[config.mk]
export PLATFORM = sky130hd
export DESIGN_NAME = spd_front
export DESIGN_NICKNAME = d
export VERILOG_FILES = /design/src/spd_pkg.sv /design/src/spd_front.sv
export SDC_FILE = /design/constraint.sdc
export NUM_CORES = 1
export LEC_CHECK = 0
export BUFFER_PORTS_ARGS = -buffer_cell sky130_fd_sc_hd__buf_4
export CAP_MARGIN = 20
export CORE_MARGIN = 1
export CORE_UTILIZATION = 55
export CTS_CLUSTER_DIAMETER = 200
export DETAILED_ROUTE_END_ITERATION = 8
export PLACE_DENSITY = 0.85
export SLEW_MARGIN = 20
export SYNTH_ARGS = -nofsm -noshare
export SYNTH_HDL_FRONTEND = slang
export SYNTH_SLANG_ARGS = --single-unit
[constraint.sdc]
create_clock -name clk -period 4.6 [get_ports clk]
set_clock_uncertainty 0.15 [all_clocks]
set_input_delay 0.23 -clock clk [delete_from_list [all_inputs] [get_ports clk]]
set_output_delay 0.23 -clock clk [all_outputs]
set_load 0.02 [all_outputs]
[src/spd_pkg.sv]
// ----------------------------------------------------------------------------
// spd_pkg
// Shared types and constants of the shortest path block.
// ----------------------------------------------------------------------------
package spd_pkg;

    localparam int NODE_W   = 6;
    localparam int WEIGHT_W = 16;
    localparam int DIST_W   = 22;
    localparam int VCNT_W   = 7;

    localparam logic CFG_VERTEX_COUNT  = 1'b0;
    localparam logic CFG_SOURCE_VERTEX = 1'b1;

    typedef struct packed {
        logic [NODE_W-1:0]   node_a;
        logic [NODE_W-1:0]   node_b;
        logic [WEIGHT_W-1:0] weight;
        logic                carries_edge;
        logic                last_edge;
    } edge_item_t;

    typedef struct packed {
        logic [NODE_W-1:0] vertex;
        logic [DIST_W-1:0] distance;
        logic              reachable;
        logic              last_vertex;
        logic              edges_dropped;
    } dist_item_t;

    // Classified command passed from front to back.
    typedef struct packed {
        logic                store;
        logic                drop;
        logic                start_run;
        logic [NODE_W-1:0]   node_a;
        logic [NODE_W-1:0]   node_b;
        logic [WEIGHT_W-1:0] weight;
    } spd_cmd_t;

endpackage

[src/spd_front.sv]
// ----------------------------------------------------------------------------
// spd_front
// Accepts input transfers, checks endpoints and queues commands (2 deep).
// ----------------------------------------------------------------------------
module spd_front (
    input  logic               clk,
    input  logic               rst_n,
    input  logic               valid,
    output logic               stall,
    input  spd_pkg::edge_item_t data,
    input  logic [6:0]         n_eff,
    output logic               cmd_valid,
    input  logic               cmd_take,
    output spd_pkg::spd_cmd_t  cmd
);
    import spd_pkg::*;

    spd_cmd_t   q_reg [2];
    logic [1:0] cnt_reg, cnt_next;
    logic       rd_reg;
    logic       wr_ptr;
    logic       push, pop;
    logic       bad;
    spd_cmd_t   c;

    assign stall     = (cnt_reg == 2'd2);
    assign push      = valid && !stall;
    assign cmd_valid = (cnt_reg != 2'd0);
    assign pop       = cmd_valid && cmd_take;
    assign cmd       = q_reg[rd_reg];
    assign wr_ptr    = rd_reg ^ cnt_reg[0];

    always_comb
    begin
        bad         = ({1'b0, data.node_a} >= n_eff) || ({1'b0, data.node_b} >= n_eff);
        c.store     = data.carries_edge && !bad;
        c.drop      = data.carries_edge && bad;
        c.start_run = data.last_edge;
        c.node_a    = data.node_a;
        c.node_b    = data.node_b;
        c.weight    = data.weight;
        cnt_next    = cnt_reg + {1'b0, push} - {1'b0, pop};
    end

    always_ff @(posedge clk)
    begin
        if (push)
        begin
            q_reg[wr_ptr] <= c;
        end
    end

    always_ff @(posedge clk or negedge rst_n)
    begin
        if (!rst_n)
        begin
            cnt_reg <= 2'd0;
            rd_reg  <= 1'b0;
        end
        else
        begin
            cnt_reg <= cnt_next;
            if (pop)
            begin
                rd_reg <= ~rd_reg;
            end
        end
    end

endmodule

==> qor.yml, run 1 <==
min_period_ns: 2.07
hold_viol: 0
dr.first_iter.drc_count: 47
insertion_delay_ns: 0.32
hold_class: "in -> async"
post_drt_wl_per_cell_um: 15.4
synth_top_area_share_pct: 68.4
grt_pass1_wl_um: 7660
numClockSinks: 65
synth_adder_area_share_pct: 6.44
synth-simple-area-share_pct: 3.49
synth_area_leaders: "edfxtp_1, mux2_2, ha_1"
muxShareOfSynthArea_pct: 12.8
status: "completed"
netlist_area_sq_um: 2720
final_max_slew_viol_count: 0
cts_buffer_depth: 2
rows: 25
synth_top_family_by_area: "multiplexers"
first_pass_iters: 4
largest_reg_flops: 62
routed.top_layer: "met4"
first_global_vias: 1744
cap_viol_max_count: 0
tritoncts: "done"
synth_largest_area_cell: "edfxtp_1"
synth_compound_area_share_pct: 2.11
multi_input_area_sq_um: 717
nNetsFinal: 318
io_pins: 74
final_cells: 335
regArea_sq_um: 1940
place_congestion: 0.758
setup_viol: 0
cp_data_required_time_ns: 4.45
relSlewSlack_pct: 64.5
drive_above_1_share_pct: 45.5
core_area_sq_um: 4750
syn_inst: 150
cts-htree-levels: 3
place_hpwl_um: 3080
ys_ff_latch: 65
cts-root-buf: "clkbuf_8"
tightest_slew_ns: 0.530
final.setup.tns_ns: 0
clk_pin_slew_ns: 0.06
powerDensity_nw_per_um2: 605
syn_to_final_growth_pct: 39.4
cts_resized: 0
avgSynthCellArea_sq_um: 18.1
met1_length_um: 2030
vias: 1678
die_h_um: 72.3
gr-usage-all-layers_pct: 20.8
peakVddDrop_mv: 0.271
power_leakage_nw: 1.52
numPortBuffers: 73
ant_nets: 0
finalCritPeriodShare_pct: 44.9
fmax_mhz: 484
rsz0062_at_grt: "no"
placed_cell_area_sq_um: 3340
syn-num-nets: 205
grt_max_degree: 33
initial_core_util_pct: 57.2
synth.distinct_cells: 25
finalWirelength_um: 5160
cts_buffers: 9
synth_xor_area_share_pct: 1.29
met3_length_um: 294
crit_type: "reg -> reg"
stdcell_area_sq_um: 3790
grt_overflow: 0
hold_ws_ns: 0.0779
startpoint_type: "register"
ys_seq_area_share_pct: 71.2
die_w_um: 72.3
worst_setup_path_end_kind: "register"
drc: 0
dieArea_sq_um: 5230
crit_arrival_ns: 1.92
yosysWarnings: 0
dp.cells: 289
vias_per_cell: 5.01
cp_max_fo: 21
n_antenna_cell: 0
antenna_found_initial: 0
wl_met2_um: 2710
fillCellCount: 292
[worst max-delay path, stage by stage (launching register included)]
cell      delay (ns)
dfrtp_1         0.39
nor2b_1         0.15
nand2b_1        0.19
nor2b_2         0.46
buf_4           0.39
[per-layer routing]
layer | global-route usage, % | vias up
li1 | - | 800
met1 | 21.2 | 799
met2 | 37.7 | 68
met3 | 5.42 | 11
met4 | 12.9 | 0
met5 | 0 | -
[cells in the final DEF (no fill, tap or decap), types with 2 or more instances in the layout]
cell type	count
a21oi_1	2
buf_4	76
clkbuf_8	9
clkinv_1	4
clkinv_2	2
dfrtp_1	3
dlygate4sd3_1	30
edfxtp_1	62
ha_1	14
inv_1	9
mux2_2	31
nand2b_1	2
nand3_1	2
nand4b_1	2
nor2_1	2
xnor2_1	2
xor2_1	2
[path summary, 6_finish.rpt]
| check | from | endpoint | slack, ns | depth (start not counted) |
|---|---|---|---|---|
| setup / recovery | cnt_reg[1]$_DFF_PN0_ | q_reg[1][17]$_DFFE_PP_ | 2.53 | 4 |
| hold / removal | rst_n | rd_reg$_DFFE_PN0P_ | 0.08 | 2 |
| setup reg to reg | cnt_reg[1]$_DFF_PN0_ | q_reg[1][17]$_DFFE_PP_ | 2.53 | 4 |
| hold reg to reg | cnt_reg[1]$_DFF_PN0_ | cnt_reg[1]$_DFF_PN0_ | 0.34 | 1 |
| max in group asynchronous | rst_n | cnt_reg[1]$_DFF_PN0_ | 4.13 | 2 |
| min in group clk | data[1] | q_reg[0][29]$_DFFE_PP_ | 0.10 | 2 |
[cell type report]
cell class | instances | share of cell area, %
sequential | 65 | 51.0
timing repair buffer | 106 | 22.9
multi-input combinational | 72 | 18.9
clock buffer | 10 | 3.36
tap | 67 | 2.21
inverter | 9 | 0.890
clock inverter | 6 | 0.659
[stage by stage]
stage | power [W] | util (%) | setup WS, ns
after floorplan | 0.00156 | - | 1.84
after global placement | 0.00189 | 70.3 | 2.58
after detailed placement | 0.00191 | 70.3 | 2.52
after CTS | 0.00231 | 79.8 | 2.50
after global routing | 0.00241 | 79.8 | 2.41
final | 0.00230 | 79.8 | 2.53
[timing repair]
action,in CTS,in global routing
hold buffers,30,0
endpoints found under the hold margin,61,0
setup buffers,0,0
[cell families after synthesis]
group	Yosys count
simple gates	15
flops	65
compound gates	8
buf+inv	13
xor+xnor	4
mux	31
fa+ha+maj	14
[report_power, final]
group,internal (W),switching [W],total [W]
combinational,0.000441,0.000539,0.000980
sequential,0.000894,0.0000481,0.000942
clock,0.000186,0.000188,0.000374
[cells in the mapped netlist]
library cell and number:
edfxtp_1 62, inv_1 9, xor2_1 2, buf_6 3, a211oi_1 1, nor2b_1 2
nand2b_1 2, xnor2_1 2, and2_1 1, dfrtp_1 3, nor2_1 3, ha_1 14
mux2_2 31, a21oi_1 2, o31a_1 1, nor4b_2 1, nand4b_1 2, o21ai_0 1
nand3_1 2, nand2_1 1, a31oi_1 1, or2_1 1, buf_2 1, a21o_1 1
a211oi_2 1
Power figures use the tool's default switching activity.
==> run 2: changes to the inputs <==
--- a/config.mk
+++ b/config.mk
@@ -5,13 +5,14 @@
 export SDC_FILE = /design/constraint.sdc
 export NUM_CORES = 1
 export LEC_CHECK = 0
+export ABC_AREA = 1
 export BUFFER_PORTS_ARGS = -buffer_cell sky130_fd_sc_hd__buf_4
 export CAP_MARGIN = 20
 export CORE_MARGIN = 1
-export CORE_UTILIZATION = 55
+export CORE_UTILIZATION = 47
 export CTS_CLUSTER_DIAMETER = 200
 export DETAILED_ROUTE_END_ITERATION = 8
-export PLACE_DENSITY = 0.85
+export PLACE_DENSITY = 0.77
 export SLEW_MARGIN = 20
 export SYNTH_ARGS = -nofsm -noshare
 export SYNTH_HDL_FRONTEND = slang
==> constraint.sdc (replaced) <==
create_clock -name clk -period 1.9 [get_ports clk]
set_clock_uncertainty 0.15 [all_clocks]
set_input_delay 0.095 -clock clk [delete_from_list [all_inputs] [get_ports clk]]
set_output_delay 0.095 -clock clk [all_outputs]
set_load 0.02 [all_outputs]
==> run 2 against run 1 <==
Compared with the run above:
- area after synthesis increased by 2.4%
- largest cell class unchanged
- sequential share of layout area decreased by 2.7 points
- clock-buffer cell count increased by 2
- final area increased by 5.5%
- worst setup slack got worse by 2.4 ns
- global-route usage decreased by 2.4 points
- register-to-register slack got worse by 2.4 ns
- critical path type unchanged
- cell count increased by 30%
- via count increased by 20%
- total power increased to 2.7 times the previous value
- fmax increased by 16%
- hold slack got worse by 0.062 ns
==> qor.yml, run 2 <==
met1_usage_pct: 20.9  # was 21.2%
fmax_mhz: 559  # was 484 MHz
first_global_vias: 1907  # was 1,744
hold_ws_ns: 0.0154  # was 0.0779 ns
synth.distinct_cells: 19  # was 25
netlist_area_sq_um: 2790  # was 2720 sq um
vias: 2010  # was 1,678
synth.most_common_cell: "nand2_1"  # was edfxtp_1
cp_max_fo: 2  # was 21
place_congestion: 0.750  # was 0.758
crit_arrival_ns: 1.85  # was 1.92 ns
pre_cts_ws_ns: 0.139  # was 2.52 ns
cts_buffers: 9  # unchanged
worst_setup_path_end_kind: "register"  # unchanged
rows: 27  # was 25
grt_pass1_wl_um: 8320  # was 7660 um
yosysWarnings: 0  # unchanged
peakVddDrop_mv: 0.820  # was 0.271 mV
ys_seq_area_share_pct: 69.5  # was 71.2%
ys_ff_latch: 65  # unchanged
final_max_slew_viol_count: 0  # unchanged
hold_class: "in -> reg"  # was in -> async
cts-htree-levels: 3  # unchanged
finalCritPeriodShare_pct: 94.2  # was 44.9%
worstReg2RegStart: "cnt_reg[1]$_DFF_PN0_"  # unchanged
met3_usage_pct: 2.87  # was 5.42%
synth_largest_area_cell: "edfxtp_1"  # unchanged
clk_pin_slew_ns: 0.06  # about the same
critical_path.endpoint: "cnt_reg[1]$_DFF_PN0_"  # was q_reg[1][17]$_DFFE_PP_
first_pass_iters: 4  # unchanged
relSlewSlack_pct: 77.3  # was 64.5%
startpoint_type: "register"  # unchanged
syn_inst: 240  # was 150
avgSynthCellArea_sq_um: 11.6  # was 18.1 sq um
synth_ff_type: "edfxtp_1"  # unchanged
finalWirelength_um: 5430  # was 5160 um
tightest_slew_ns: 0.340  # was 0.530 ns
ant_nets: 0  # unchanged
place_hpwl_um: 3510  # was 3080 um
synth_area_leaders: "edfxtp_1, nand2_1, ha_1"  # was edfxtp_1, mux2_2, ha_1
largest_reg_flops: 62  # unchanged
core_area_sq_um: 5610  # was 4750 sq um
io_pins: 74  # unchanged
gr-usage-all-layers_pct: 18.3  # was 20.8%
min_period_ns: 1.79  # was 2.07 ns
initial_core_util_pct: 49.7  # was 57.2%
reg2reg_depth: 8  # was 4
timing.rr.end: "cnt_reg[1]$_DFF_PN0_"  # was q_reg[1][17]$_DFFE_PP_
drive_above_1_share_pct: 28.0  # was 45.5%
cp_data_required_time_ns: 1.96  # was 4.45 ns
n_antenna_cell: 0  # unchanged
stdcell_area_sq_um: 4000  # was 3790 sq um
tritoncts: "done"  # unchanged
grt_max_degree: 33  # unchanged
cts-root-buf: "clkbuf_8"  # unchanged
post_drt_wl_per_cell_um: 12.4  # was 15.4 um
layout_commonest_cell: "nand2_1"  # was buf_4
crit_type: "reg -> reg"  # unchanged
ys_top_cells_by_count: "nand2_1, edfxtp_1, inv_1, ha_1, nor2_1"  # was edfxtp_1, mux2_2, ha_1, inv_1
placed_cell_area_sq_um: 3460  # was 3340 sq um
numPortBuffers: 73  # unchanged
synth_edf_count: 62  # unchanged
r2r_setup_slack_ns: 0.11  # was 2.53 ns
dr.first_iter.drc_count: 88  # was 47
worstSetupStartpoint: "cnt_reg[1]$_DFF_PN0_"  # unchanged
numClockSinks: 65  # unchanged
nNetsFinal: 414  # was 318
setup_viol: 0  # unchanged
powerDensity_nw_per_um2: 1550  # was 605 nW/um^2
dieArea_sq_um: 6240  # was 5230 sq um
cap_viol_max_count: 0  # unchanged
synth-async-reset-ratio_pct: 4.62  # unchanged
grt_overflow: 0  # unchanged
drc: 0  # unchanged
synth_top_area_share_pct: 66.8  # was 68.4%
status: "completed"  # unchanged
syn-num-nets: 295  # was 205
final_cell_mix: "nand2_1, buf_4, edfxtp_1"  # was buf_4, edfxtp_1, mux2_2
syn_to_final_growth_pct: 43.6  # was 39.4%
die_h_um: 79.0  # was 72.3 um
grt_busiest_layer: "met2"  # unchanged
cts_buffer_depth: 2  # unchanged
vias_per_cell: 4.61  # was 5.01
p_total_w: 0.00621  # was 0.00230 W
insertion_delay_ns: 0.32  # about the same
power_leakage_nw: 1.84  # was 1.52 nW
met2_usage_pct: 31.6  # was 37.7%
hold_viol: 0  # unchanged
die_w_um: 79.0  # was 72.3 um
timing.final.ws_setup_ns: 0.111  # was 2.53 ns
antenna_found_initial: 0  # unchanged
-- run 2: area by class of cell --
cell class                      instances  area, sq um
Clock buffer                           12          135
Tap cell                               72         90.1
Clock inverter                          4         67.6
Timing Repair Buffer                  115          943
Fill cell                             412         1600
Inverter                               20         77.6
Sequential cell                        65         1940
Multi-Input combinational cell        148          753
-- run 2: logic make-up (layout without fill, tap and decap cells) --
| family | count (synthesis) | in the layout | share of synthesized area (%) |
|---|---|---|---|
| AND/OR/NAND/NOR | 127 | 127 | 17.8 |
| XOR/XNOR | 4 | 4 | 1.53 |
| adder cells (fa/ha/maj) | 14 | 14 | 6.28 |
| buffers and inverters | 27 | 151 | 4.40 |
| flip-flops | 65 | 65 | 69.5 |
| AO/OA/AOI/OAI | 3 | 3 | 0.538 |
-- run 2: worst max-delay path: stages (launching register included) --
cell	delay, ns
dfrtp_1	0.38
or2_4	0.27
nand2_4	0.07
inv_1	0.04
ha_1	0.26
inv_1	0.04
ha_2	0.18
xnor2_2	0.14
xor2_1	0.16
-- run 2: stage by stage --
| stage | setup TNS [ns] | utilization [%] | instances |
|---|---|---|---|
| 2_1_floorplan | -0.0897 | - | 240 |
| 3_3_place_gp | 0 | 61.8 | 387 |
| 3_5_place_dp | 0 | 61.8 | 387 |
| 4_1_cts | 0 | 71.1 | 435 |
| 5_1_grt | -0.0245 | 71.4 | 436 |
| 6_report | 0 | 71.4 | 436 |
-- run 2: where the power goes --
group / internal (W) / switching, W / leakage, nW
clock: 0.000732 / 0.000445 / 0.0997
sequential: 0.00216 / 0.000120 / 0.611
combinational: 0.00108 / 0.00167 / 1.13
total: 0.00397 / 0.00224 / 1.84
-- run 2: worst min path at each step --
stage / from / to / slack [ns] / cells past startpoint
finish: data[1] / q_reg[0][29]$_DFFE_PP_ / 0.02 / 3
global route: data[1] / q_reg[0][29]$_DFFE_PP_ / 0.02 / 3
CTS: data[1] / q_reg[0][29]$_DFFE_PP_ / 0.002 / 3
detailed placement: rst_n / cnt_reg[1]$_DFF_PN0_ / -0.26 / 1
global placement: rst_n / cnt_reg[1]$_DFF_PN0_ / -0.26 / 1
floorplan: rst_n / cnt_reg[0]$_DFF_PN0_ / -0.35 / 0
-- run 2: routing by layer --
| metal | vias to the layer above | wire length (um) |
|---|---|---|
| li1 | 1021 | - |
| met5 | - | 0 |
| met4 | 0 | 163 |
| met2 | 56 | 2860 |
| met3 | 15 | 175 |
| met1 | 918 | 2220 |
-- run 2: what timing repair did --
action | in CTS | in global routing
setup endpoints to repair | 0 | 1
hold buffers | 32 | 0
resized for setup | 0 | 3
setup buffers | 0 | 1
hold endpoints to repair | 62 | 0
